$ cat src/xs_pkg.sv
// shared types and constants for the xoshiro128** word generator
package xs_pkg;

   localparam logic [31:0] GOLDEN_STEP = 32'h9e37_79b9;
   localparam logic [31:0] MIX_MULT    = 32'h045d_9f3b;

   localparam logic ACTION_SEED = 1'b0;
   localparam logic ACTION_NEXT = 1'b1;

   // commands from the controller to the datapath
   typedef struct packed {
      logic       load_seed;
      logic       add_golden;
      logic       mix_from_acc;
      logic       mix_from_z;
      logic       store_word;
      logic       next_word;
      logic [1:0] round;
   } cmd_type;

endpackage

$ cat src/xs_datapath.sv
// datapath: seed expansion registers, shared mix multiplier, generator state, result register
module xs_datapath
   import xs_pkg::*;
(
   input  logic        clock,
   input  logic        reset,
   input  cmd_type     cmd,
   input  logic [31:0] seed,
   input  logic [2:0]  byte_count,
   output logic [31:0] random_word,
   output logic [2:0]  bytes_valid
);

   logic [31:0] acc_ff, acc_in;
   logic [31:0] z_ff, z_in;
   logic [31:0] gen_ff [4];
   logic [31:0] gen_in [4];
   logic [31:0] word_ff, word_in;
   logic [2:0]  count_ff, count_in;

   logic [31:0] mix_src;
   logic [31:0] mix_xor;
   logic [31:0] mix_prod;
   logic [31:0] s1_times5;
   logic [31:0] s1_rot;
   logic [31:0] raw_word;
   logic [2:0]  count_sat;
   logic [31:0] mask;
   logic [31:0] s2_x;
   logic [31:0] s3_x;

   // one shared multiplier, registered into z_ff
   assign mix_src  = cmd.mix_from_acc ? acc_ff : z_ff;
   assign mix_xor  = mix_src ^ (mix_src >> 16);
   assign mix_prod = mix_xor * MIX_MULT;

   // rotl(s1 * 5, 7) * 9 with shift-adds
   assign s1_times5 = gen_ff[1] + (gen_ff[1] << 2);
   assign s1_rot    = {s1_times5[24:0], s1_times5[31:25]};
   assign raw_word  = s1_rot + (s1_rot << 3);

   assign s2_x = gen_ff[2] ^ gen_ff[0];
   assign s3_x = gen_ff[3] ^ gen_ff[1];

   always_comb begin
      if (byte_count == 3'd0) begin
         count_sat = 3'd1;
      end else if (byte_count > 3'd4) begin
         count_sat = 3'd4;
      end else begin
         count_sat = byte_count;
      end
   end

   always_comb begin
      case (count_sat)
         3'd1:    mask = 32'h0000_00ff;
         3'd2:    mask = 32'h0000_ffff;
         3'd3:    mask = 32'h00ff_ffff;
         default: mask = 32'hffff_ffff;
      endcase
   end

   always_comb begin
      acc_in   = acc_ff;
      z_in     = z_ff;
      word_in  = word_ff;
      count_in = count_ff;
      for (int i = 0; i < 4; i++) begin
         gen_in[i] = gen_ff[i];
      end
      if (cmd.load_seed) begin
         acc_in = seed + GOLDEN_STEP;
      end
      if (cmd.add_golden) begin
         acc_in = acc_ff + GOLDEN_STEP;
      end
      if (cmd.mix_from_acc || cmd.mix_from_z) begin
         z_in = mix_prod;
      end
      if (cmd.store_word) begin
         gen_in[cmd.round] = z_ff ^ (z_ff >> 16);
      end
      if (cmd.next_word) begin
         word_in   = raw_word & mask;
         count_in  = count_sat;
         gen_in[0] = gen_ff[0] ^ s3_x;
         gen_in[1] = gen_ff[1] ^ s2_x;
         gen_in[2] = s2_x ^ (gen_ff[1] << 9);
         gen_in[3] = {s3_x[20:0], s3_x[31:21]};
      end
   end

   always_ff @(posedge clock) begin
      if (reset) begin
         acc_ff <= '0;
         for (int i = 0; i < 4; i++) begin
            gen_ff[i] <= '0;
         end
      end else begin
         acc_ff <= acc_in;
         for (int i = 0; i < 4; i++) begin
            gen_ff[i] <= gen_in[i];
         end
      end
   end

   always_ff @(posedge clock) begin
      z_ff     <= z_in;
      word_ff  <= word_in;
      count_ff <= count_in;
   end

   assign random_word = word_ff;
   assign bytes_valid = count_ff;

endmodule

$ cat src/xs_controller.sv
// controller: request handshake, seed expansion sequencer, result valid flag
module xs_controller
   import xs_pkg::*;
(
   input  logic    clock,
   input  logic    reset,
   input  logic    req_tvalid,
   output logic    req_tready,
   input  logic    req_action,
   output logic    rsp_tvalid,
   input  logic    rsp_tready,
   output cmd_type cmd
);

   typedef enum logic [4:0] {
      ST_IDLE  = 5'b00001,
      ST_ADD   = 5'b00010,
      ST_MIX1  = 5'b00100,
      ST_MIX2  = 5'b01000,
      ST_STORE = 5'b10000
   } state_type;

   state_type  state_ff, state_in;
   logic [1:0] round_ff, round_in;
   logic       rsp_valid_ff, rsp_valid_in;
   logic       accept;

   assign req_tready = (state_ff == ST_IDLE) && (!rsp_valid_ff || rsp_tready);
   assign accept     = req_tvalid && req_tready;
   assign rsp_tvalid = rsp_valid_ff;

   always_comb begin
      state_in = state_ff;
      round_in = round_ff;
      cmd      = '0;
      cmd.round = round_ff;
      case (state_ff)
         ST_IDLE: begin
            if (accept && req_action == ACTION_SEED) begin
               cmd.load_seed = 1'b1;
               round_in      = 2'd0;
               state_in      = ST_MIX1;
            end else if (accept) begin
               cmd.next_word = 1'b1;
            end
         end
         ST_ADD: begin
            cmd.add_golden = 1'b1;
            state_in       = ST_MIX1;
         end
         ST_MIX1: begin
            cmd.mix_from_acc = 1'b1;
            state_in         = ST_MIX2;
         end
         ST_MIX2: begin
            cmd.mix_from_z = 1'b1;
            state_in       = ST_STORE;
         end
         ST_STORE: begin
            cmd.store_word = 1'b1;
            // round wraps back to zero after the fourth word
            round_in       = round_ff + 2'd1;
            state_in       = (round_ff == 2'd3) ? ST_IDLE : ST_ADD;
         end
         default: begin
            state_in = ST_IDLE;
            round_in = 2'd0;
         end
      endcase
   end

   always_comb begin
      rsp_valid_in = rsp_valid_ff;
      if (accept && req_action == ACTION_NEXT) begin
         rsp_valid_in = 1'b1;
      end else if (rsp_tready) begin
         rsp_valid_in = 1'b0;
      end
   end

   always_ff @(posedge clock) begin
      if (reset) begin
         state_ff     <= ST_IDLE;
         round_ff     <= 2'd0;
         rsp_valid_ff <= 1'b0;
      end else begin
         state_ff     <= state_in;
         round_ff     <= round_in;
         rsp_valid_ff <= rsp_valid_in;
      end
   end

   a_seed_blocks: assert property (@(posedge clock) disable iff (reset)
      accept && req_action == ACTION_SEED |=> !req_tready)
      else $error("request taken right after a seed transfer");

   a_next_gives_rsp: assert property (@(posedge clock) disable iff (reset)
      accept && req_action == ACTION_NEXT |=> rsp_tvalid)
      else $error("next transfer did not raise a result");

   a_idle_round: assert property (@(posedge clock) disable iff (reset)
      state_ff == ST_IDLE |-> round_ff == 2'd0)
      else $error("round counter not cleared in idle");

   a_last_store: assert property (@(posedge clock) disable iff (reset)
      state_ff == ST_STORE && round_ff == 2'd3 |=> state_ff == ST_IDLE)
      else $error("seed expansion did not end after fourth word");

endmodule

$ cat src/xoshiro128ss_word_generator_top.sv
// top level of the xoshiro128** word generator
// On a next request (tuser = 1) the word is computed from the current state,
// registered, and shown on the result channel the next cycle while the state
// advances, so next requests stream at one per cycle as long as results are
// taken. A seed request (tuser = 0) gives no result and keeps the request side
// busy after its transfer while the four state words are mixed one after another
// through a single shared 32x32 multiplier, two passes per word, with an add and
// a store step around them. Before the first seed the state is all zero and every
// word is zero. Byte counts of zero read as one, above four as four.
module xoshiro128ss_word_generator_top
   import xs_pkg::*;
(
   input  logic        clock,
   input  logic        reset,
   input  logic        req_tvalid,
   output logic        req_tready,
   input  logic [39:0] req_tdata,   // seed [31:0], byte_count [34:32], zero [39:35]
   input  logic        req_tuser,   // action [0]
   output logic        rsp_tvalid,
   input  logic        rsp_tready,
   output logic [39:0] rsp_tdata    // random_word [31:0], bytes_valid [34:32], zero [39:35]
);

   cmd_type     cmd;
   logic [31:0] random_word;
   logic [2:0]  bytes_valid;

   xs_controller u_controller (
      .clock      (clock),
      .reset      (reset),
      .req_tvalid (req_tvalid),
      .req_tready (req_tready),
      .req_action (req_tuser),
      .rsp_tvalid (rsp_tvalid),
      .rsp_tready (rsp_tready),
      .cmd        (cmd)
   );

   xs_datapath u_datapath (
      .clock       (clock),
      .reset       (reset),
      .cmd         (cmd),
      .seed        (req_tdata[31:0]),
      .byte_count  (req_tdata[34:32]),
      .random_word (random_word),
      .bytes_valid (bytes_valid)
   );

   assign rsp_tdata = {5'd0, bytes_valid, random_word};

endmodule
$ cat config.mk
export PLATFORM = sky130hd
export DESIGN_NAME = xoshiro128ss_word_generator_top
export DESIGN_NICKNAME = d
export VERILOG_FILES = /design/src/xs_pkg.sv /design/src/xs_datapath.sv /design/src/xs_controller.sv /design/src/xoshiro128ss_word_generator_top.sv
export SDC_FILE = /design/constraint.sdc
export NUM_CORES = 1
export LEC_CHECK = 0
export ABC_AREA = 0
export BUFFER_PORTS_ARGS = -buffer_cell sky130_fd_sc_hd__buf_2
export CAP_MARGIN = 30
export CORE_ASPECT_RATIO = 1.4
export CORE_UTILIZATION = 30
export DETAILED_ROUTE_END_ITERATION = 10
export GPL_TIMING_DRIVEN = 0
export MAX_ROUTING_LAYER = met4
export RECOVER_POWER = 25
export SLEW_MARGIN = 20
export SYNTH_ARGS = -nofsm -noshare
export SYNTH_HDL_FRONTEND = slang
export SYNTH_SLANG_ARGS = --single-unit
export TNS_END_PERCENT = 50
$ cat constraint.sdc
create_clock -name clock -period 8.4 [get_ports clock]
set_input_delay 0 -clock clock [delete_from_list [all_inputs] [get_ports clock]]
set_output_delay 0 -clock clock [all_outputs]
set_load 0.02 [all_outputs]
=== Word level (Yosys, flattened, before mapping) ===
Memories as Yosys holds them, arrays and structs flattened.
Cells that the tools add are included.

* Register bits: 107
* RAM bits: 128
* Bits of input ports: 45
* Memories: 1

* $add $sub $neg: 5
* Multipliers: 1
* Order comparisons: 3
* Eq/ne operators: 10
* Mux-type cells: 34
* Bitwise logic cells: 15
* Reductions and logical operators: 13

{| class="wikitable"
|+ Memory list
! name !! depth !! bits a word !! rd ports !! clocked after Yosys merged registers in !! wr ports !! line !! RTL
|-
| u_datapath.gen_ff || 4 || 32 || 4 || 0 || 4 || xs_datapath.sv:16 || <nowiki>logic [31:0] gen_ff [4];</nowiki>
|}

{| class="wikitable"
|+ Operator list
! operator !! number
|-
| 128-bit 2-to-1 mux || 2
|-
| 32-bit 2-to-1 mux || 8
|-
| 32-bit XOR || 5
|-
| 128-bit bitwise mux || 1
|-
| 32-bit one-hot mux with 3 select lines || 1
|-
| 32-bit adder || 2
|-
| 32-bit adder (second input constant) || 2
|-
| 32-bit demux with 2-bit select || 1
|-
| 32-bit by 16-bit XOR with 32-bit output || 2
|-
| 32-bit bitwise AND || 1
|-
| 32-bit by 27-bit multiplier with 32-bit output (second input constant) || 1
|-
| 5-bit one-hot mux with 5 select lines || 1
|-
| 1-bit 2-to-1 mux || 14
|-
| 3-bit by 2-bit == test with 1-bit output (second input constant) || 2
|-
| 3-bit 2-to-1 mux || 2
|-
| 2-bit one-hot mux with 3 select lines || 1
|-
| 5-bit by 1-bit == test with 1-bit output (second input constant) || 1
|-
| 5-bit by 2-bit == test with 1-bit output (second input constant) || 1
|-
| 5-bit by 3-bit == test with 1-bit output (second input constant) || 1
|-
| 5-bit by 4-bit == test with 1-bit output (second input constant) || 1
|-
| 5-bit == test (second input constant) || 1
|-
| 1-bit logical AND || 5
|-
| 5-bit 2-to-1 mux || 1
|-
| 2-bit 2-to-1 mux || 2
|-
| other kinds (16) || 22
|}

=== Longest topological paths before layout ===
* Word-level depth: 9
* Mapped depth: 34

=== Modules after synthesis ===
A second synthesis with hierarchy kept.

* Cell total of the unflattened synthesis: 2815
* Area total of the unflattened synthesis: 24438.4 um^2

{| class="wikitable"
|+ By module, submodules not included
! module !! times used !! cells each !! area each (um^2)
|-
| xs_datapath || 1 || 2754 || 23906.7
|-
| xs_controller || 1 || 55 || 490.5
|-
| xoshiro128ss_word_generator_top || 1 || 6 || 41.3
|}

=== Worst setup path before layout ===
Ideal clock, no wire load.

* Kind: register to register
* Start: register u_controller.state_ff[4]
* End: register u_datapath.z_ff[30], data pin
* Library setup time: 0.261 ns
* Arrival: 7.710 ns
* Setup slack: 0.429 ns
* Stages on the path, launching flop included: 33
* Buffers on the path: 5
* Clock period less this slack: 7.971 ns
* Cells stage by stage: dfxtp_1 > or2_2 > buf_2 > nor2_1 > nand3b_1 > buf_2 > buf_2 > buf_2 > buf_2 > mux2i_1 > xor2_1 > inv_1 > fa_1 > inv_1 > ha_1 > inv_1 > fa_1 > fa_1 > inv_1 > fa_1 > fa_1 > inv_1 > fa_1 > inv_1 > ha_1 > a21o_1 > a21o_1 > a21o_1 > a21o_1 > a21oi_1 > a21o_1 > nand2_1 > a311o_1

* Cells in the longest elaborated chain, start to end: 5

{| class="wikitable"
|+ Ends and longest elaborated chain
! item !! line !! RTL
|-
| start, declared || xs_controller.sv:23 || <nowiki>state_type state_ff, state_in;</nowiki>
|-
| start signal, assigned || xs_controller.sv:87 || <nowiki>state_ff <= state_in;</nowiki>
|-
| 5-bit by 3-bit == test with 1-bit output || xs_controller.sv:37 || <nowiki>case (state_ff)</nowiki>
|-
| 1-bit 2-to-1 mux || xs_controller.sv:37 ||
|-
| 32-bit 2-to-1 mux || xs_datapath.sv:33 || <nowiki>assign mix_src = cmd.mix_from_acc ? acc_ff : z_ff;</nowiki>
|-
| 32-bit by 16-bit XOR with 32-bit output || xs_datapath.sv:34 || <nowiki>assign mix_xor = mix_src ^ (mix_src >> 16);</nowiki>
|-
| 32-bit by 27-bit multiplier with 32-bit output || xs_datapath.sv:35 || <nowiki>assign mix_prod = mix_xor * MIX_MULT;</nowiki>
|-
| net u_datapath.mix_prod[30] || xs_datapath.sv:23 || <nowiki>logic [31:0] mix_prod;</nowiki>
|-
| end signal, assigned || xs_datapath.sv:109 || <nowiki>z_ff <= z_in;</nowiki>
|-
| end, declared || xs_datapath.sv:15 || <nowiki>logic [31:0] z_ff, z_in;</nowiki>
|}

The timed path passes the listed nets, and every way through them passes these cells.
A chain may end at the register's enable or synchronous reset.

=== Final worst setup path ===
* Start: register u_controller.state_ff[0]
* End: register u_datapath.z_ff[31], data pin

Same word-level chain as after synthesis.

==> Flow_metrics.wiki <==
{| class="wikitable"
! Metric !! Value
|-
| Outcome || completed
|-
| DIE AREA || 81910 um^2
|-
| Number of clock sinks seen by CTS || 235
|-
| Hold WC Path Type || input pin to flop
|-
| Hold-critical path endpoint || u_datapath.acc_ff[1]
|-
| Starting Density || 30.46%
|-
| Synth-to-layout area growth || 14.00%
|-
| Avg Synthesized Cell Area || 8.771 um^2
|-
| Kind of launch point of the worst setup path || flop
|-
| Worst reg2reg path endpoint || u_datapath.z_ff[31]
|-
| Worst R2R Start || u_controller.state_ff[0]
|-
| Most used cell along the critical path || sky130_fd_sc_hd__ha_1
|-
| N_diodes || 0
|-
| Library cell with the largest summed area after synthesis || sky130_fd_sc_hd__fa_1
|-
| Cell depth of the worst min-delay path || 6
|-
| CP max-delay cell || sky130_fd_sc_hd__fa_1
|-
| Vias || 20.68k
|-
| Clk_lat worst skew || 590 ps
|-
| Final std cell area, no fill || 27620 um^2
|-
| Hold Path Origin || req_tdata[1]
|-
| Final HPWL from detailed placement || 62960 um
|-
| I/O Pins || 87
|-
| Setup-failing EPs final || 0
|-
| Share of synthesized area occupied by flip-flops and latches || 22.19%
|-
| Number of iterations in the first detailed-routing pass || 5
|-
| Minimum clock period || 8028 ps
|-
| Synthesized area || 24230 um^2
|-
| Count of buffers from port buffering || 75
|-
| Endpoint arrival time on the critical path || 8360 ps
|-
| Highest net fanout along the worst path || 10
|-
| Clock tree from TritonCTS || built
|-
| R2R setup slack || 370 ps
|-
| Leading cell type in the layout, fill and taps excluded || sky130_fd_sc_hd__inv_1
|-
| Fmax achieved || 0.1246 GHz
|-
| Total Nets Final || 3416
|-
| Remaining number of nets flagged by the antenna check after routing || 0
|-
| Root buffer cell || sky130_fd_sc_hd__clkbuf_16
|-
| Final worst clock skew || 23.06 ps
|-
| Final GP Congestion || 0.9435
|-
| Crit. End Element || flop
|-
| Worst setup path startpoint || u_controller.state_ff[0]
|-
| Top cell family by delay on the critical path || adder cells
|-
| Die boundary width || 242.2 um
|-
| Top cells by area, synth || sky130_fd_sc_hd__fa_1 (18%), sky130_fd_sc_hd__dfxtp_1 (14%), sky130_fd_sc_hd__ha_1 (12%), sky130_fd_sc_hd__edfxtp_1 (8.3%), sky130_fd_sc_hd__inv_1 (7.0%)
|-
| Largest buffer count on any clock path || 3
|-
| Post-synthesis cell type count || 86
|-
| Most frequent cells in the layout || sky130_fd_sc_hd__inv_1 (451), sky130_fd_sc_hd__nor2_1 (256), sky130_fd_sc_hd__ha_1 (226), sky130_fd_sc_hd__fa_1 (213), sky130_fd_sc_hd__dfxtp_1 (167)
|-
| Summed negative setup slack over all endpoints || 0 ps
|-
| Wire per inst || 19.56 um
|-
| Number of hold violations in the final report || 0
|-
| Fillcell total || 8176
|-
| Wire length reported by the detailed router || 78360 um
|-
| Kind of critical path || flop to flop
|-
| Top cell type's share of synthesized area || 17.60%
|-
| Reg2Reg Depth || 30
|-
| Average vias per placed instance || 5.162
|-
| Pin count of the biggest net entering global routing || 45
|-
| Via count of the first global-routing pass || 21.00k
|-
| Number of flops mapped to enable cells by yosys || 67
|-
| Clock-pin transition on the worst setup and hold timing paths || 60 ps
|-
| Req. time, crit path || 8740 ps
|-
| Max-capacitance violation count || 0
|-
| Gate Count Post-Synth || 2762
|-
| Number of H-tree levels || 1
|-
| First-pass GRT wire length || 120500 um
|-
| Antenna violations before repair || 0
|-
| Transition time of the tightest slew-check pin || 1001 ps
|-
| Delay of the slowest cell on the worst path || 540 ps
|-
| Buffers plus inverters on the worst setup path || 7
|-
| Die height || 338.2 um
|-
| Number of max-slew violations in the final report || 0
|-
| Ys flop type || sky130_fd_sc_hd__dfxtp_1
|-
| Number of buffers created by CTS || 28
|-
| Share of flip-flops with an asynchronous set or reset || 0%
|-
| Yosys warnings || 0
|-
| 1st-iter DRT viols || 1306
|-
| Share of cells above drive strength 1 || 5.860%
|-
| Aggregate global-route resource usage || 19.59%
|-
| Post-synthesis register bit count || 235
|-
| Core Footprint || 79530 um^2
|-
| Worst rel slew slack || 33.28%
|-
| Final worst path period share || 95.57%
|-
| Standard-cell row count || 122
|-
| Remaining global-route overflow || 0
|-
| Number of remaining DRC errors || 0
|-
| Total cell area at the placement stage || 26000 um^2
|}
-- cell type report --
| class | instances | area [um^2] | area share (%) |
|---|---|---|---|
| buffer | 97 | 431.7 | 1.563 |
| clock buffer | 42 | 827.0 | 2.995 |
| multi-input combinational | 1979 | 16990 | 61.53 |
| timing repair buffer | 137 | 877.1 | 3.176 |
| sequential | 235 | 5376 | 19.47 |
| inverter | 454 | 1709 | 6.189 |
| tap | 1054 | 1319 | 4.775 |
| clock inverter | 8 | 83.83 | 0.3036 |
-- worst register-to-register path: cells and delay by family, from the launching register on --
kind	cells	cell delay [ps]
and+or+nand+nor	5	1190
adders and majority gates	8	2750
muxes	1	520
buffers and inverters	7	750
AOI/OAI and AO/OA	7	1910
DFF	1	350
xor gates and xnor gates	2	320
-- synth_stat cells, types with 78 or more instances --
cell	n
sky130_fd_sc_hd__xnor2_1	162
sky130_fd_sc_hd__inv_1	452
sky130_fd_sc_hd__a21oi_1	149
sky130_fd_sc_hd__fa_1	213
sky130_fd_sc_hd__nor2_1	256
sky130_fd_sc_hd__clkbuf_1	81
sky130_fd_sc_hd__xor2_1	78
sky130_fd_sc_hd__dfxtp_1	168
sky130_fd_sc_hd__nor3_1	119
sky130_fd_sc_hd__nand2_1	154
sky130_fd_sc_hd__ha_1	226
-- worst max path at each step --
stage | endpoint | depth (start not counted)
floorplan | u_datapath.z_ff[30] | 32
global placement | u_datapath.z_ff[31] | 31
detailed placement | u_datapath.z_ff[31] | 31
CTS | u_datapath.z_ff[31] | 31
global route | u_datapath.z_ff[30] | 31
finish | u_datapath.z_ff[31] | 30
-- stage by stage --
| step | util (%) | setup WS (ps) | hold slack [ps] | std cells |
|---|---|---|---|---|
| after floorplan | - | 428.7 | 161.6 | 2766 |
| after global placement | 32.61 | -1408 | 291.9 | 3895 |
| after global routing | 34.73 | -0.08704 | 61.17 | 4006 |
| after detailed placement | 32.69 | -1588 | 301.3 | 3901 |
| after CTS | 34.68 | 28.11 | 11.61 | 4000 |
| final | 34.73 | 371.8 | 10.45 | 4006 |
-- state kept, by name, indices dropped and copies added, names as in the netlist --
signal and cells:
u_datapath.random_word 32, u_datapath.gen_ff 128, u_datapath.acc_ff 32, u_datapath.bytes_valid 3
u_datapath.z_ff 32, u_controller.round_ff 2, u_controller.rsp_tvalid 1, u_controller.state_ff 5
-- per-layer routing --
metal | global-route usage [%] | wire length, um | part of all wire, % | up-vias
met5 | - | 0 | 0 | -
met4 | 11.92 | 5447 | 7.0 | 0
met3 | 2.109 | 3829 | 4.9 | 264
met2 | 35.48 | 40330 | 51 | 684
met1 | 20.24 | 28760 | 37 | 10009
li1 | - | - | - | 9721
-- kinds of logic after synthesis --
family	share of synthesized area (%)
simple gates	12.50
buf+inv	8.687
flops	22.19
mux	2.190
other cells	0.01548
compound gates	16.40
xor+xnor	8.744
fa+ha+maj	29.27
-- timing repair --
action / in CTS / in global routing
pin swaps: 1 / 2
hold endpoints to repair: 43 / 0
resized for setup: 40 / 9
setup endpoints to repair: 19 / 8
hold buffers: 39 / 0
setup buffers: 10 / 6
Power is not shown: default switching activity piles up to over one toggle a cycle in this logic, so the estimate is an artifact.
